`src/hdl/j1587_pkg.sv`:
```
// ----------------------------------------------------------------------------
// j1587_pkg
// Shared constants, codes and lookup functions of the J1587 message framer.
// ----------------------------------------------------------------------------
package j1587_pkg;

    localparam int MAX_LEN_DEFAULT = 21;

    localparam logic [7:0] SYNC_MID_RESET = 8'd130;
    localparam logic [7:0] SYNC_PID_RESET = 8'd191;

    // configuration register indexes
    localparam int          CFG_IDX_W    = 2;
    localparam logic [1:0]  CFG_SYNC_MID = 2'd0;
    localparam logic [1:0]  CFG_SYNC_PID = 2'd1;

    // result kinds
    localparam logic KIND_MSG = 1'b0;
    localparam logic KIND_ERR = 1'b1;

    // framing error codes
    localparam logic [1:0] ERR_UNKNOWN_MID = 2'd0;
    localparam logic [1:0] ERR_UNKNOWN_PID = 2'd1;
    localparam logic [1:0] ERR_TOO_LONG    = 2'd2;

    // number of data bytes following a pid, zero for an unknown pid
    function automatic logic [2:0] pid_len(input logic [7:0] p);
        logic [2:0] n;
        unique case (p) inside
            8'd2, 8'd44, 8'd47, 8'd48, 8'd49, 8'd51, 8'd65, 8'd68,
            8'd70, 8'd71, 8'd77, 8'd78, 8'd83, 8'd84, 8'd85, 8'd86,
            8'd89, 8'd91, 8'd92, 8'd93, 8'd96, 8'd100, 8'd102,
            8'd103, 8'd105, 8'd106, 8'd108, 8'd110, 8'd111, 8'd120,
            8'd121, 8'd194, 8'd255:
                n = 3'd1;
            8'd128, 8'd151, 8'd158, 8'd162, 8'd163, 8'd168, 8'd171,
            8'd172, 8'd173, 8'd174, 8'd175, 8'd177, 8'd182, 8'd183,
            8'd184, 8'd185, 8'd187, 8'd190, 8'd191:
                n = 3'd2;
            8'd228, 8'd235, 8'd236, 8'd244, 8'd245, 8'd247, 8'd248,
            8'd250, 8'd254:
                n = 3'd5;
            default:
                n = 3'd0;
        endcase
        return n;
    endfunction

    function automatic logic mid_known(input logic [7:0] b);
        logic k;
        unique case (b) inside
            8'd128, 8'd130, 8'd136, 8'd140, 8'd142, 8'd179, 8'd219: k = 1'b1;
            default: k = 1'b0;
        endcase
        return k;
    endfunction

endpackage

```
`src/hdl/j1587_message_framer_core.sv`:
```
// ----------------------------------------------------------------------------
// j1587_message_framer_core
// Hunts for a sync frame, then frames J1587 messages into a buffer memory and
// drains each closed message as a run of bytes; framing faults give an error.
// ----------------------------------------------------------------------------
// A received byte is taken whenever no message is being drained and the
// output register is free or being emptied. Bytes are written into a
// single-port message buffer as they arrive. When a checksum closes a message
// of n bytes the input is held while the buffer is read back: each byte is
// read in ST_RD and then loaded into the output register in ST_LOAD, which
// waits while the output stalls. An error result goes straight to the
// output register. There is no clearing pass; only entries written by the
// current message are read back.
module j1587_message_framer_core #(
    parameter int MAX_LEN = j1587_pkg::MAX_LEN_DEFAULT
) (
    input  logic                           i_clk,
    input  logic                           i_rst_n,
    // received bytes
    input  logic                           i_in_valid,
    output logic                           o_in_stall,
    input  logic [7:0]                     i_rx_byte,
    // results
    output logic                           o_out_valid,
    input  logic                           i_out_stall,
    output logic                           o_kind,
    output logic [7:0]                     o_out_byte,
    output logic                           o_is_pid,
    output logic [1:0]                     o_error_code,
    output logic                           o_last,
    // configuration writes
    input  logic                           i_cfg_valid,
    output logic                           o_cfg_ready,
    input  logic [j1587_pkg::CFG_IDX_W-1:0] i_cfg_index,
    input  logic [7:0]                     i_cfg_data
);

    localparam int AW = $clog2(MAX_LEN);
    // the incremented count reaches MAX_LEN + 1 in a sync frame and must hold 18
    localparam int CW = ($clog2(MAX_LEN + 2) > 5) ? $clog2(MAX_LEN + 2) : 5;

    typedef enum logic [2:0] {
        M_HUNT_MID,
        M_HUNT_PID,
        M_SYNC_BODY,
        M_FRAME_MID,
        M_FRAME_BODY
    } t_mode;

    typedef enum logic [1:0] {
        ST_RUN,
        ST_RD,
        ST_LOAD
    } t_state;

    t_mode        r_mode, n_mode;
    t_state       r_state;
    logic [7:0]   r_sum, n_sum;
    logic [CW-1:0] r_cnt, n_cnt;
    logic         r_in_data, n_in_data;
    logic [2:0]   r_left, n_left;
    logic [7:0]   r_sync_mid, r_sync_pid;

    logic [8:0]   r_mem [MAX_LEN];
    logic [8:0]   r_rd_data;
    logic [AW-1:0] r_rd_addr;
    logic [AW-1:0] r_drain_last;

    logic         r_out_valid;
    logic         r_out_kind;
    logic [7:0]   r_out_byte;
    logic         r_out_is_pid;
    logic [1:0]   r_out_err;
    logic         r_out_last;

    logic         out_take, out_free, in_acc;
    logic         mem_we;
    logic [AW-1:0] mem_waddr;
    logic [8:0]   mem_wdata;
    logic         err_fire, close_fire;
    logic [1:0]   err_code;
    logic [7:0]   chk;
    logic [CW-1:0] cnt_inc;
    logic [2:0]   plen;
    logic         drain_load, drain_end;

    assign out_take   = r_out_valid && !i_out_stall;
    assign out_free   = !r_out_valid || !i_out_stall;
    assign o_in_stall = (r_state != ST_RUN) || !out_free;
    assign in_acc     = i_in_valid && !o_in_stall;
    assign o_cfg_ready = 1'b1;

    assign chk     = 8'h00 - r_sum;
    assign cnt_inc = r_cnt + CW'(1);
    assign plen    = j1587_pkg::pid_len(i_rx_byte);

    assign drain_load = (r_state == ST_LOAD) && out_free;
    assign drain_end  = drain_load && (r_rd_addr == r_drain_last);

    always_comb begin
        n_mode     = r_mode;
        n_sum      = r_sum;
        n_cnt      = r_cnt;
        n_in_data  = r_in_data;
        n_left     = r_left;
        mem_we     = 1'b0;
        mem_waddr  = r_cnt[AW-1:0];
        mem_wdata  = {1'b0, i_rx_byte};
        err_fire   = 1'b0;
        err_code   = j1587_pkg::ERR_UNKNOWN_MID;
        close_fire = 1'b0;
        if (in_acc) begin
            unique case (r_mode)
                M_HUNT_PID: begin
                    if (i_rx_byte != r_sync_pid) begin
                        n_mode = M_HUNT_MID;
                        n_sum  = 8'd0;
                        n_cnt  = '0;
                    end else begin
                        n_mode = M_SYNC_BODY;
                        n_sum  = r_sum + i_rx_byte;
                        n_cnt  = CW'(2);
                    end
                end
                M_SYNC_BODY: begin
                    n_cnt = cnt_inc;
                    if (chk == i_rx_byte && (cnt_inc == CW'(5) || cnt_inc == CW'(11))) begin
                        n_mode = M_FRAME_MID;
                        n_sum  = 8'd0;
                        n_cnt  = '0;
                    end else if (cnt_inc > CW'(MAX_LEN)) begin
                        n_mode = M_HUNT_MID;
                        n_sum  = 8'd0;
                        n_cnt  = '0;
                    end else begin
                        n_sum = r_sum + i_rx_byte;
                    end
                end
                M_FRAME_MID: begin
                    if (!j1587_pkg::mid_known(i_rx_byte)) begin
                        err_fire = 1'b1;
                        err_code = j1587_pkg::ERR_UNKNOWN_MID;
                    end else begin
                        mem_we    = 1'b1;
                        mem_waddr = '0;
                        n_cnt     = CW'(1);
                        n_sum     = i_rx_byte;
                        n_in_data = 1'b0;
                        n_left    = 3'd0;
                        n_mode    = M_FRAME_BODY;
                    end
                end
                M_FRAME_BODY: begin
                    if (r_in_data && r_left != 3'd0) begin
                        n_left = r_left - 3'd1;
                    end
                    if (r_cnt >= CW'(MAX_LEN)) begin
                        err_fire = 1'b1;
                        err_code = j1587_pkg::ERR_TOO_LONG;
                    end else if (!r_in_data && chk == i_rx_byte && r_cnt != CW'(18)) begin
                        // checksum closes the message, drain it
                        mem_we     = 1'b1;
                        close_fire = 1'b1;
                        n_mode     = M_FRAME_MID;
                        n_sum      = 8'd0;
                        n_cnt      = '0;
                        n_in_data  = 1'b0;
                        n_left     = 3'd0;
                    end else begin
                        mem_we    = 1'b1;
                        mem_wdata = {!r_in_data, i_rx_byte};
                        n_cnt     = cnt_inc;
                        n_sum     = r_sum + i_rx_byte;
                        if (!r_in_data) begin
                            if (plen == 3'd0) begin
                                err_fire = 1'b1;
                                err_code = j1587_pkg::ERR_UNKNOWN_PID;
                            end else begin
                                n_in_data = 1'b1;
                                n_left    = plen;
                            end
                        end
                        if (n_left == 3'd0) begin
                            n_in_data = 1'b0;
                        end
                    end
                end
                default: begin
                    if (i_rx_byte == r_sync_mid) begin
                        n_mode = M_HUNT_PID;
                        n_sum  = i_rx_byte;
                        n_cnt  = CW'(1);
                    end else begin
                        n_mode = M_HUNT_MID;
                    end
                end
            endcase
            if (err_fire) begin
                n_mode    = M_HUNT_MID;
                n_sum     = 8'd0;
                n_cnt     = '0;
                n_in_data = 1'b0;
                n_left    = 3'd0;
            end
        end
    end

    // message buffer, written while framing and read back while draining
    always_ff @(posedge i_clk) begin
        if (mem_we) begin
            r_mem[mem_waddr] <= mem_wdata;
        end
        if (r_state == ST_RD) begin
            r_rd_data <= r_mem[r_rd_addr];
        end
    end

    always_ff @(posedge i_clk) begin
        if (!i_rst_n) begin
            r_mode       <= M_HUNT_MID;
            r_state      <= ST_RUN;
            r_sum        <= 8'd0;
            r_cnt        <= '0;
            r_in_data    <= 1'b0;
            r_left       <= 3'd0;
            r_sync_mid   <= j1587_pkg::SYNC_MID_RESET;
            r_sync_pid   <= j1587_pkg::SYNC_PID_RESET;
            r_rd_addr    <= '0;
            r_drain_last <= '0;
            r_out_valid  <= 1'b0;
        end else begin
            r_mode    <= n_mode;
            r_sum     <= n_sum;
            r_cnt     <= n_cnt;
            r_in_data <= n_in_data;
            r_left    <= n_left;

            if (i_cfg_valid && o_cfg_ready) begin
                unique case (i_cfg_index)
                    j1587_pkg::CFG_SYNC_MID: r_sync_mid <= i_cfg_data;
                    j1587_pkg::CFG_SYNC_PID: r_sync_pid <= i_cfg_data;
                    default: ;
                endcase
            end

            unique case (r_state)
                ST_RUN: begin
                    if (close_fire) begin
                        r_state      <= ST_RD;
                        r_rd_addr    <= '0;
                        r_drain_last <= r_cnt[AW-1:0];
                    end
                end
                ST_RD: begin
                    r_state <= ST_LOAD;
                end
                ST_LOAD: begin
                    if (drain_end) begin
                        r_state <= ST_RUN;
                    end else if (drain_load) begin
                        r_state   <= ST_RD;
                        r_rd_addr <= r_rd_addr + AW'(1);
                    end
                end
                default: r_state <= ST_RUN;
            endcase

            if (drain_load) begin
                r_out_valid  <= 1'b1;
                r_out_kind   <= j1587_pkg::KIND_MSG;
                r_out_byte   <= r_rd_data[7:0];
                r_out_is_pid <= r_rd_data[8];
                r_out_err    <= j1587_pkg::ERR_UNKNOWN_MID;
                r_out_last   <= drain_end;
            end else if (err_fire) begin
                r_out_valid  <= 1'b1;
                r_out_kind   <= j1587_pkg::KIND_ERR;
                r_out_byte   <= 8'd0;
                r_out_is_pid <= 1'b0;
                r_out_err    <= err_code;
                r_out_last   <= 1'b1;
            end else if (out_take) begin
                r_out_valid <= 1'b0;
            end
        end
    end

    assign o_out_valid  = r_out_valid;
    assign o_kind       = r_out_kind;
    assign o_out_byte   = r_out_byte;
    assign o_is_pid     = r_out_is_pid;
    assign o_error_code = r_out_err;
    assign o_last       = r_out_last;

`ifndef ASSERT_OFF
    a_close_starts_drain: assert property (@(posedge i_clk) disable iff (!i_rst_n)
        close_fire |=> (r_state == ST_RD) && (r_rd_addr == '0))
        else $error("closed message did not start a drain at the first entry");

    a_drain_end_to_run: assert property (@(posedge i_clk) disable iff (!i_rst_n)
        drain_end |=> (r_state == ST_RUN) && r_out_valid && r_out_last)
        else $error("drain did not finish on its last byte");

    a_drain_addr_range: assert property (@(posedge i_clk) disable iff (!i_rst_n)
        (r_state != ST_RUN) |-> (r_rd_addr <= r_drain_last))
        else $error("drain read beyond the closed message");

    a_body_count_range: assert property (@(posedge i_clk) disable iff (!i_rst_n)
        (r_mode == M_FRAME_BODY) |-> (r_cnt != '0) && (r_cnt <= CW'(MAX_LEN)))
        else $error("message byte count out of range");

    a_error_result_form: assert property (@(posedge i_clk) disable iff (!i_rst_n)
        (r_out_valid && r_out_kind == j1587_pkg::KIND_ERR)
            |-> r_out_last && (r_out_byte == 8'd0) && !r_out_is_pid)
        else $error("malformed error result");
`endif

endmodule
```
`config.mk`:
```
export PLATFORM = sky130hd
export DESIGN_NAME = j1587_message_framer_core
export DESIGN_NICKNAME = d
export VERILOG_FILES = /design/src/hdl/j1587_pkg.sv /design/src/hdl/j1587_message_framer_core.sv
export SDC_FILE = /design/constraint.sdc
export NUM_CORES = 1
export LEC_CHECK = 0
export BUFFER_PORTS_ARGS = -buffer_cell sky130_fd_sc_hd__buf_2
export CORE_ASPECT_RATIO = 1.4
export CORE_MARGIN = 4
export CORE_UTILIZATION = 65
export DETAILED_ROUTE_END_ITERATION = 10
export PLACE_DENSITY = 0.88
export SKIP_CTS_REPAIR_TIMING = 1
export SLEW_MARGIN = 10
export SYNTH_ARGS = -nofsm -noshare
export SYNTH_HDL_FRONTEND = slang
export SYNTH_SLANG_ARGS = --single-unit
```
`constraint.sdc`:
```
create_clock -name i_clk -period 6.4 [get_ports i_clk]
set_input_delay 1.92 -clock i_clk [delete_from_list [all_inputs] [get_ports i_clk]]
set_output_delay 1.92 -clock i_clk [all_outputs]
set_load 0.01 [all_outputs]
```
Word-level counts from Yosys, hierarchy flattened. Memory sizes are Yosys's and may differ from the RTL's. A register that Yosys moved wholly into a read port is not among the register bits. Index checks and enable logic that the tools add are counted.

Add/subtract/negate cells: 5. Magnitude comparators: 2. Equality and inequality tests: 89. Muxes and demuxes: 100. Reduce and logical (&&, ||, !) cells: 41.

Operators with widths (number): 8-bit equality test, second input constant (36); 8-bit by 7-bit equality test with 1-bit output, second input constant (25); 8-bit 2-to-1 mux (10); 5-bit 2-to-1 mux (13); 3-bit 2-to-1 mux (17); 8-bit by 6-bit equality test with 1-bit output, second input constant (5); 1-bit 2-to-1 mux (37); 9-bit 2-to-1 mux (4); 33-bit OR reduction (1); 8-bit one-hot mux with 4 select lines (1); 5-bit one-hot mux with 4 select lines (1); 19-bit OR reduction (1); 2-bit 2-to-1 mux (9); 8-bit equality test (2); 3-bit != test, second input constant (4); 3-bit one-hot mux with 4 select lines (1); 4-bit AND reduction (3); 5-bit by 1-bit adder with 5-bit output, second input constant (2); 5-bit one-hot mux with 2 select lines (1); 2-bit AND reduction (5); 3-bit one-hot mux with 3 select lines (1); 3-bit nonzero test (3); 9-bit OR reduction (1); 8-bit adder (1); other kinds (30) (53).

Register bits: 62. Memory bits (writable): 189. Output and inout port bits: 16. Memories: 1.

Memory list: r_mem (words 21, width 9, read ports 1, clocked after memory_dff 1, wr ports 1, line j1587_message_framer_core.sv:64) `logic [8:0] r_mem [MAX_LEN];`.

Longest topological paths before layout. Gate-level depths: netlist of the first run.

Depth after elaboration: 16. Depth in mapped cells: 11. Mapped depth without buffers: 10.

Worst setup path after synthesis of the first run. Ideal clock, no wire load.

Path kind: input port to output port. Start: input i_out_stall. End: output o_in_stall. Data arrival time: 2423 ps. Setup slack: 2057 ps. Stages on the path: 3. Buffers on the path: 0. Path through: and2_1 nor3_1 inv_1.

Cells in the longest elaborated chain, start to end: 4.

Ends and longest elaborated chain: start, declared (line j1587_message_framer_core.sv:25) `input logic i_out_stall,`; 1-bit zero test (line j1587_message_framer_core.sv:88) `assign out_free = !r_out_valid || !i_out_stall;`; 1-bit logical OR (line j1587_message_framer_core.sv:88); 1-bit zero test (line j1587_message_framer_core.sv:89) `assign o_in_stall = (r_state != ST_RUN) || !out_free;`; 1-bit logical OR (line j1587_message_framer_core.sv:89); end, declared (line j1587_message_framer_core.sv:21) `output logic o_in_stall,`.

No other way between the ends.

Worst setup path in the final report of the first run.
Start: input i_rx_byte[2]. End: register r_out_kind (netlist: o_kind) (enable).

Cells in the longest elaborated chain, start to end: 13. Elaborated cells on any way between the ends: 89.

Ends and longest elaborated chain: start, declared (line j1587_message_framer_core.sv:22) `input logic [7:0] i_rx_byte,`; 8-bit by 2-bit equality test with 1-bit output, or another cell as far along (line j1587_message_framer_core.sv:95) `assign plen = j1587_pkg::pid_len(i_rx_byte);`; 33-bit OR reduction, or another cell as far along (line j1587_pkg.sv:29) `unique case (p) inside`; 3-bit one-hot mux with 3 select lines (line j1587_pkg.sv:29); 3-bit zero test (line j1587_message_framer_core.sv:175) `if (plen == 3'd0) begin`; 1-bit 2-to-1 mux (line j1587_message_framer_core.sv:175); 1-bit 2-to-1 mux (line j1587_message_framer_core.sv:174) `if (!r_in_data) begin`; 1-bit 2-to-1 mux (line j1587_message_framer_core.sv:160) `end else if (!r_in_data && chk == i_rx_byte && r_cnt != CW'(18)) begin`; 1-bit 2-to-1 mux (line j1587_message_framer_core.sv:157) `if (r_cnt >= CW'(MAX_LEN)) begin`; 1-bit one-hot mux with 2 select lines (*) (line j1587_message_framer_core.sv:113) `unique case (r_mode)`; 1-bit 2-to-1 mux (*) (2 in a row) (line j1587_message_framer_core.sv:112) `if (in_acc) begin`; 2-bit nonzero test (no line) (*); 2-bit AND reduction (no line) (*); end signal, assigned (line j1587_message_framer_core.sv:270) `r_out_kind <= j1587_pkg::KIND_MSG;`; end signal, assigned (line j1587_message_framer_core.sv:277) `r_out_kind <= j1587_pkg::KIND_ERR;`; end, declared (line j1587_message_framer_core.sv:70) `logic r_out_kind;`.

Every way passes the cells marked *; elsewhere a longest branch is shown, timed or not. The select of a mux whose other input is x is not followed. A chain may end at the register's enable or synchronous reset.

==> out/metrics.yaml, run 1 <==
run_status: "finished, final reports clean"
finalInstanceArea_mm2: 0.01306
relSlewSlack: 0.1727
synth.avg_cell_area_um2: 13.90
grt-ovfl-total: 0
placeableCoreArea_mm2: 0.01800
finalHoldViolCount: 0
maxCapViolations: 0
hold_class: "reg -> reg"
grt_pass1_vias: 7466
async_reset_ff_frac: 0
fmax_ghz: 0.2105
drt_first_pass_iters: 5
worst_slew_pin_slew_ns: 1.234
pin_count: 39
dieArea_mm2: 0.02064
cts-root-buf: "clkbuf_16"
clock_latency_ns: 0.52
die_w_um: 122.6
powerDensity_mw_per_mm2: 254.1
synthFlopType: "edfxtp_1"
cp_max_fo: 42
die_y_um: 168.4
leakage_nw: 4.249
cts_buffer_depth: 3
grt_pass1_wl_um: 42600
layout_common_cells: "edfxtp_1, nor2_1, mux4_2, nand2_1, dfxtp_1"
syn_area_mm2: 0.01194
stdcell_count: 1143
cts_tree: "yes"
vias: 7509
slew_viol_final: 0
clk_pin_slew_ns: 0.06
timing.setup.tns_ns: 0
worst_clock_skew_ns: 0.02597
io_buffers: 37
grt_max_degree: 50
r2r_slack_ns: 2.72
track_usage: 0.2753
syn-num-nets: 898
diodes: 0
yosysWarningCount: 0
cp-end-kind: "register"
viasPerCell: 6.570
routedWlPerCell_um: 24.23
rows: 58
clock_sinks: 260
ys_ff_latch: 260
syn2layout_area_growth_pct: 9.376
antenna_found_initial: 0
dp_hpwl_um: 17560
fin_crit_ns: 4.750
syn_inst: 859
dpl-instance-area_mm2: 0.01231
nets: 925
worstSetupPathType: "in -> reg"
routed_wl_um: 27700
setup_viol: 0
layout_commonest_cell: "edfxtp_1"
synth_seq_area_share: 0.6127
final_layout_size_suffix_gt1_frac: 0.1794
min_period_over_period: 0.7422
start_util: 0.6636
routabilityCongestion: 0.9436
worst_setup_path_start_kind: "input pin"
synth_edf_count: 211
htree_levels: 1
cp.required_ns: 6.55
rsz0062_at_grt: "false"
crit_arrival_ns: 4.90
drtIter0Drc: 1032
vdd_drop_max_v: 0.0002268
power_mw: 3.319
antenna_left: 0
route.detailed.drc: 0
cts_buffers: 23
dp_cells: 1101
synth_cell_types: 76
-- cell type report --
type,count,area (µm²)
Clock buffer,31,615.6
Clock inverter,11,133.9
Fill cell,1164,4935
Inverter,24,90.09
Multi-Input combinational cell,527,4318
Sequential cell,260,7322
Tap cell,240,300.3
Timing Repair Buffer,50,282.8
-- worst max-delay path, cell delays in order --
cell and delay (ns):
buf_2 0.58, nand2b_1 0.25, o32a_1 0.16, a21oi_1 0.07
or4_4 0.57, nor4_4 0.38, a21oi_4 0.19, o21ai_1 0.19
and2_1 0.53
-- power breakdown --
group          internal, mW  leakage [nW]  switching (mW)
combinational        0.0380          1.62          0.0786
sequential             1.82          2.27         0.00406
clock                 0.799         0.365           0.575
total                  2.66          4.25           0.658
-- state kept, by name (all words and copies together) (netlist names) --
name and flops:
o_is_pid 1, r_in_data 1, r_sum 8, r_mode 3, o_out_byte 8, r_rd_addr 5, r_mem 189, o_last 1
r_cnt 5, r_sync_pid 8, r_sync_mid 8, o_kind 1, r_left 3, r_rd_data 9, r_state 2, o_out_valid 1
o_error_code 2, r_drain_last 5
-- layer usage --
metal	up-vias	share of wire	global-route usage
li1	3319	-	-
met4	0	0.044	0.1135
met3	71	0.075	0.03259
met2	418	0.53	0.4753
met5	-	0	0
met1	3701	0.36	0.3532
-- cells by family after synthesis --
family / synth area share
AO/OA/AOI/OAI: 0.06653
XOR/XNOR: 0.03227
adder cells (fa/ha/maj): 0.01739
AND/OR/NAND/NOR: 0.1177
multiplexers: 0.1261
other: 0.0003140
flip-flops: 0.6127
buffers and inverters: 0.02703
-- Yosys cell counts, drive strengths merged, types with 4 or more instances --
cell type	n	area share
edfxtp	211	0.53
nor2	80	0.026
mux4	54	0.10
nand2	54	0.017
dfxtp	49	0.082
a21oi	32	0.014
nand3	32	0.013
xnor2	30	0.022
mux2i	29	0.024
buf	27	0.013
inv	24	0.0075
nor3	23	0.011
clkbuf	21	0.0066
o21ai	21	0.0094
and2	19	0.010
ha	15	0.016
xor2	14	0.010
nand2b	13	0.0074
nand4	11	0.0058
a31oi	9	0.0047
or3	6	0.0031
nand3b	5	0.0031
nor2b	5	0.0026
o31ai	5	0.0036
a2111oi	4	0.0066
nor3b	4	0.0025
or2	4	0.0021
or4	4	0.0031
-- stage by stage --
step	setup slack, ns	util	hold slack (ns)
global placement	1.259	0.6842	0.4417
floorplan	2.057	-	0.4318
global route	1.490	0.7258	0.5064
CTS	1.708	0.7258	0.4755
detailed placement	1.177	0.6842	0.4631
finish	1.650	0.7258	0.4728
-- worst paths after layout --
check                    start           end  cells after the start
setup / recovery  i_rx_byte[2]        o_kind                      9
hold / removal       r_left[0]     r_left[0]                      2
setup reg to reg      r_cnt[1]  r_mem[12][0]                      7
hold reg to reg      r_left[0]     r_left[0]                      2
Power figures use the tool's default switching activity.
==> run 2, diff against run 1 <==
--- a/config.mk
+++ b/config.mk
@@ -8,9 +8,9 @@
 export BUFFER_PORTS_ARGS = -buffer_cell sky130_fd_sc_hd__buf_2
 export CORE_ASPECT_RATIO = 1.4
 export CORE_MARGIN = 4
-export CORE_UTILIZATION = 65
+export CORE_UTILIZATION = 62
 export DETAILED_ROUTE_END_ITERATION = 10
-export PLACE_DENSITY = 0.88
+export PLACE_DENSITY = 0.85
 export SKIP_CTS_REPAIR_TIMING = 1
 export SLEW_MARGIN = 10
 export SYNTH_ARGS = -nofsm -noshare
==> constraint.sdc (replaced) <==
create_clock -name i_clk -period 4.9 [get_ports i_clk]
set_input_delay 1.47 -clock i_clk [delete_from_list [all_inputs] [get_ports i_clk]]
set_output_delay 1.47 -clock i_clk [all_outputs]
set_load 0.01 [all_outputs]
==> run 2 against run 1 <==
Cell area grew 0.75%. Core utilization is 2.4 points lower. Die area up 4.6%. Hold slack got worse by 0.0034 ns. Clock-buffer cell count shrank 1. Critical endpoint is now r_mem[9][7].
==> out/metrics.yaml, run 2 (synthesized netlist as in run 1, its figures left out) <==
run_status: "finished, final reports clean"
hold_depth: 2  # unchanged
stdcell_count: 1169  # +2.3%
clock_latency_ns: 0.51  # about the same
postLayoutCoreUtil: 0.7019  # -0.02395
drtIter0Drc: 646  # -37%
hold_path_end: "r_left[0]"
placeableCoreArea_mm2: 0.01875  # +4.2%
leakage_nw: 4.333  # +2.0%
rr_startpoint: "r_cnt[1]"
crit_family: "simple AND/OR/NAND/NOR gates"
die_y_um: 172.2  # +2.3%
layout_common_cells: "edfxtp_1, nor2_1, mux4_2, nand2_1, dfxtp_1"
hold_class: "reg -> reg"
crit_arrival_ns: 3.93  # -0.97 ns
regMostFlops: "r_mem"
holdWs_ns: 0.4694  # -0.003358 ns
layout_commonest_cell: "edfxtp_1"
drt_first_pass_iters: 5  # unchanged
grt-ovfl-total: 0  # unchanged
worst_slew_pin_slew_ns: 1.049  # -0.1854 ns
die_w_um: 125.3  # +2.2%
routed_wl_um: 27230  # -1.7%
grt_pass1_wl_um: 42320  # -0.65%
cts-root-buf: "clkbuf_16"
grt_pass1_vias: 7448  # -0.24%
finalInstanceArea_mm2: 0.01316  # +0.75%
cp.required_ns: 5.03  # -1.52 ns
reg_top3: "r_mem: 189 flops, r_rd_data: 9 flops"
finalHoldViolCount: 0  # unchanged
dpl-instance-area_mm2: 0.01248  # +1.3%
clk_pin_slew_ns: 0.06  # about the same
p_sw_frac: 0.2048  # +0.006535
diodes: 0  # unchanged
p_clk_frac: 0.393  # -0.021
seqPwrFrac: 0.569  # +0.018
dieArea_mm2: 0.02158  # +4.6%
timing.setup.tns_ns: 0  # unchanged
path_buf_inv: 1  # unchanged
fin_crit_ns: 3.804
cts_buffer_depth: 3  # unchanged
pin_count: 39  # unchanged
io_buffers: 37  # unchanged
routedWlPerCell_um: 23.29  # -3.9%
powerDensity_mw_per_mm2: 318.6  # +25%
nets: 948  # +2.5%
start_util: 0.6369  # -0.02666
reg2reg_depth: 7  # unchanged
clock_sinks: 260  # unchanged
viasPerCell: 6.368  # -3.1%
htree_levels: 1  # unchanged
cp_max_fo: 39  # -7.1%
rsz0062_at_grt: "false"
reg2reg_to: "r_mem[0][6]"
dp_cells: 1128  # +2.5%
p_comb_frac: 0.038  # +0.003
fmax_ghz: 0.2629
cp-end-kind: "register"
rows: 59  # +1.7%
final_layout_size_suffix_gt1_frac: 0.1978  # +0.01844
hp-start: "r_left[0]"
max_stage_delay_ns: 0.67  # +0.09 ns
slew_viol_final: 0  # unchanged
track_usage: 0.2552  # -0.02010
syn2layout_area_growth_pct: 10.19
maxCapViolations: 0  # unchanged
dp_hpwl_um: 17870  # +1.7%
relSlewSlack: 0.2994  # +0.1267
path_cells: "buf_2 > nor3_1 > a41oi_1 > o31ai_1 > nor3b_1 > or4_1 > nor2_1"
r2r_slack_ns: 1.39  # -1.33 ns
vias: 7444  # -0.87%
fillerInstances: 1216  # +4.5%
worstSetupPathType: "in -> reg"
power.switching_uw: 858.8  # +30%
worst_clock_skew_ns: 0.02059  # -0.005374 ns
min_period_over_period: 0.7764
antenna_left: 0  # unchanged
cp_slowest_cell: "nor2_1"
intPower_mw: 3.334  # +25%
vdd_drop_max_v: 0.0003954  # +74%
setup_viol: 0  # unchanged
largest_register_ffs: 189  # unchanged
worst_setup_path_start_kind: "input pin"
cts_tree: "yes"
routabilityCongestion: 1.034  # +9.6%
route.detailed.drc: 0  # unchanged
grt_max_degree: 40  # -20%
antenna_found_initial: 0  # unchanged
cts_buffers: 23  # unchanged
-- run 2: tightest hold or removal path, cell delays in order, from the launching register on --
cell     delay (ns)
dfxtp_1        0.31
nand2_1        0.06
a21oi_1        0.05
-- run 2: final cells by class --
type                            count  area [µm²]  share of cell area
Multi-Input combinational cell    527        4303              0.3270
Inverter                           24       90.09            0.006845
Timing Repair Buffer               73       455.4             0.03461
Tap cell                          244       305.3             0.02320
Sequential cell                   260        7322              0.5564
Clock inverter                     11       62.56            0.004754
Clock buffer                       30       621.8             0.04725
-- run 2: how the worst max path moves through the flow --
stage / endpoint / slack, ns / from / cells past startpoint
after floorplan: o_error_code[0] / 1.03 / i_rx_byte[0] / 9
after global placement: o_out_byte[1] / 0.65 / i_rx_byte[1] / 10
after detailed placement: o_out_byte[1] / 0.62 / i_rx_byte[1] / 10
after CTS: r_mem[10][7] / 1.14 / i_rx_byte[5] / 7
after global routing: r_mem[9][4] / 0.94 / i_rx_byte[5] / 7
final: r_mem[9][7] / 1.10 / i_rx_byte[5] / 7
-- run 2: power groups by stage --
stage / Combinational (mW) / Sequential [mW] / Clock (mW)
2_1_floorplan: 0.0984 / 2.43 / 0
3_3_place_gp: 0.152 / 2.43 / 0
3_5_place_dp: 0.157 / 2.43 / 0
4_1_cts: 0.157 / 2.39 / 1.67
5_1_grt: 0.174 / 2.38 / 1.77
6_report: 0.158 / 2.39 / 1.65
-- run 2: per-stage QoR --
| stage | setup slack, ns | power, mW |
|---|---|---|
| after floorplan | 1.027 | 2.532 |
| final | 1.096 | 4.193 |
| after CTS | 1.138 | 4.209 |
| after global routing | 0.9390 | 4.326 |
| after global placement | 0.6533 | 2.587 |
| after detailed placement | 0.6183 | 2.591 |
-- run 2: metal layers --
metal / up-vias / routed length (µm) / GRT usage
met2: 311 / 14580 / 0.4697
met1: 3696 / 9945 / 0.3090
met5: - / 0 / 0
met4: 0 / 1163 / 0.1042
met3: 72 / 1536 / 0.02812
li1: 3365 / - / -
==> run 3, diff against run 2 <==
==> constraint.sdc (replaced) <==
create_clock -name i_clk -period 3.77 [get_ports i_clk]
set_input_delay 1.131 -clock i_clk [delete_from_list [all_inputs] [get_ports i_clk]]
set_output_delay 1.131 -clock i_clk [all_outputs]
set_load 0.01 [all_outputs]
==> run 3 against run 2 <==
Sequential cell count unchanged. Register-to-register slack got worse by 0.77 ns. Combinational power increased by 48%. Sequential share of layout area decreased by 2.1 points. Hold slack got worse by 0.017 ns. Global-route usage increased by 3.2 points. Largest cell class unchanged. Highest routed layer unchanged.
==> out/metrics.yaml, run 3 (synthesized netlist as in run 1, its figures left out) <==
routabilityCongestion: 0.8977  # -13%
io_buffers: 37  # unchanged
relSlewSlack: 0.2336  # -0.06572
regMostFlops: "r_mem"
worst_slew_pin_slew_ns: 1.145  # +0.09651 ns
layout_common_cells: "edfxtp_1, nor2_1, buf_4"
finalInstanceArea_mm2: 0.01367  # +3.9%
timing.setup.tns_ns: 0  # unchanged
syn2layout_area_growth_pct: 14.45
grt-ovfl-total: 0  # unchanged
cts_buffers: 24  # +4.3%
final_layout_size_suffix_gt1_frac: 0.2348  # +0.03697
clk_pin_slew_ns: 0.06  # about the same
cp-end-kind: "register"
fmax_ghz: 0.3031
setup_ws_ns: 0.4713  # -0.6243 ns
finalHoldViolCount: 0  # unchanged
viasPerCell: 6.481  # +1.8%
reg_top3: "r_mem: 189 flops, r_rd_data: 9 flops"
fillerInstances: 1168  # -3.9%
cts-root-buf: "clkbuf_16"
postLayoutCoreUtil: 0.7289  # +0.02709
vias: 7875  # +5.8%
min_period_over_period: 0.8750
cts_buffer_depth: 3  # unchanged
dp_hpwl_um: 19730  # +10%
route.detailed.drc: 0  # unchanged
vdd_drop_max_v: 0.0003449  # -13%
cp_max_fo: 14  # -64%
largest_register_ffs: 189  # unchanged
powerDensity_mw_per_mm2: 432.1  # +36%
power_mw: 5.906  # +41%
fin_crit_ns: 3.299
slew_viol_final: 0  # unchanged
nets: 993  # +4.7%
run_status: "finished, final reports clean"
routed_wl_um: 30320  # +11%
clock_sinks: 260  # unchanged
worst_setup_path_start_kind: "input pin"
die_w_um: 125.3  # unchanged
cp.required_ns: 4.00  # -1.03 ns
maxCapViolations: 0  # unchanged
drt_first_pass_iters: 5  # unchanged
antenna_found_initial: 0  # unchanged
pre_cts_slack_ns: -0.003256  # -0.6215 ns
grt_pass1_vias: 7918  # +6.3%
worst_clock_skew_ns: 0.01327  # -0.007316 ns
crit_arrival_ns: 3.53  # -0.40 ns
grt_pass1_wl_um: 47070  # +11%
die_y_um: 172.2  # unchanged
routedWlPerCell_um: 24.96  # +7.1%
start_util: 0.6369  # unchanged
diodes: 0  # unchanged
placeableCoreArea_mm2: 0.01875  # unchanged
hold_class: "reg -> reg"
dieArea_mm2: 0.02158  # unchanged
leakage_nw: 4.620  # +6.6%
layout_commonest_cell: "edfxtp_1"
grt_max_degree: 39  # -2.5%
rows: 59  # unchanged
dpl-instance-area_mm2: 0.01283  # +2.8%
pin_count: 39  # unchanged
antenna_left: 0  # unchanged
htree_levels: 1  # unchanged
cts_tree: "yes"
rsz0062_at_grt: "false"
setup_viol: 0  # unchanged
worstSetupPathType: "in -> reg"
track_usage: 0.2871  # +0.03190
drtIter0Drc: 845  # +31%
clock_latency_ns: 0.52  # about the same
run 3: changes by cell type in the layout (fill, tap and decap cells not counted):
cell       before  now
buf_4          36   78
bufinv_16       0    5
clkinv_1        2    6
clkbuf_1        5    2
clkinv_2        6    3
buf_12          0    2
clkbuf_16      23   25
clkbuf_8        2    0
inv_6           2    1
run 3: routing by layer:
layer,global-route usage,up-vias,share of wire
li1,-,3455,-
met1,0.3538,3920,0.36
met2,0.5308,423,0.54
met3,0.02843,77,0.064
met4,0.1042,0,0.036
met5,0,-,0
run 3: path summary, 6_finish.rpt:
path,from,to,slack [ns],cells past startpoint
worst max register to register,r_cnt[1],r_mem[5][4],0.62,8
worst min register to register,r_left[0],r_left[0],0.45,2
worst min-delay path,r_left[0],r_left[0],0.45,2
worst max-delay path,i_rx_byte[3],o_out_byte[2],0.47,11
run 3: cell type report:
class	count	area (µm²)	area share
clock buffer	27	633.1	0.04632
clock inverter	16	203.9	0.01492
inverter	24	90.09	0.006591
multi-input combinational	527	4303	0.3148
sequential	260	7322	0.5357
tap	244	305.3	0.02234
timing repair buffer	117	810.8	0.05932
run 3: power by group:
group / switching [mW] / internal, mW
Combinational: 0.144 / 0.0902
Clock: 1.02 / 1.55
Sequential: 0.00627 / 3.09
Total: 1.17 / 4.73
run 3: metrics by stage:
stage,hold slack (ns),cells
floorplan,0.4318,859
global placement,0.4418,1172
detailed placement,0.4432,1172
CTS,0.4518,1215
global route,0.4859,1215
finish,0.4520,1215
run 3: critical path: stages:
cell     delay [ns]
buf_2          0.18
buf_4          0.22
and2_1         0.14
o32a_1         0.14
a21oi_1        0.07
or4_4          0.57
nor4_4         0.44
a21oi_4        0.09
o21ai_1        0.19
and2_1         0.20
buf_12         0.16
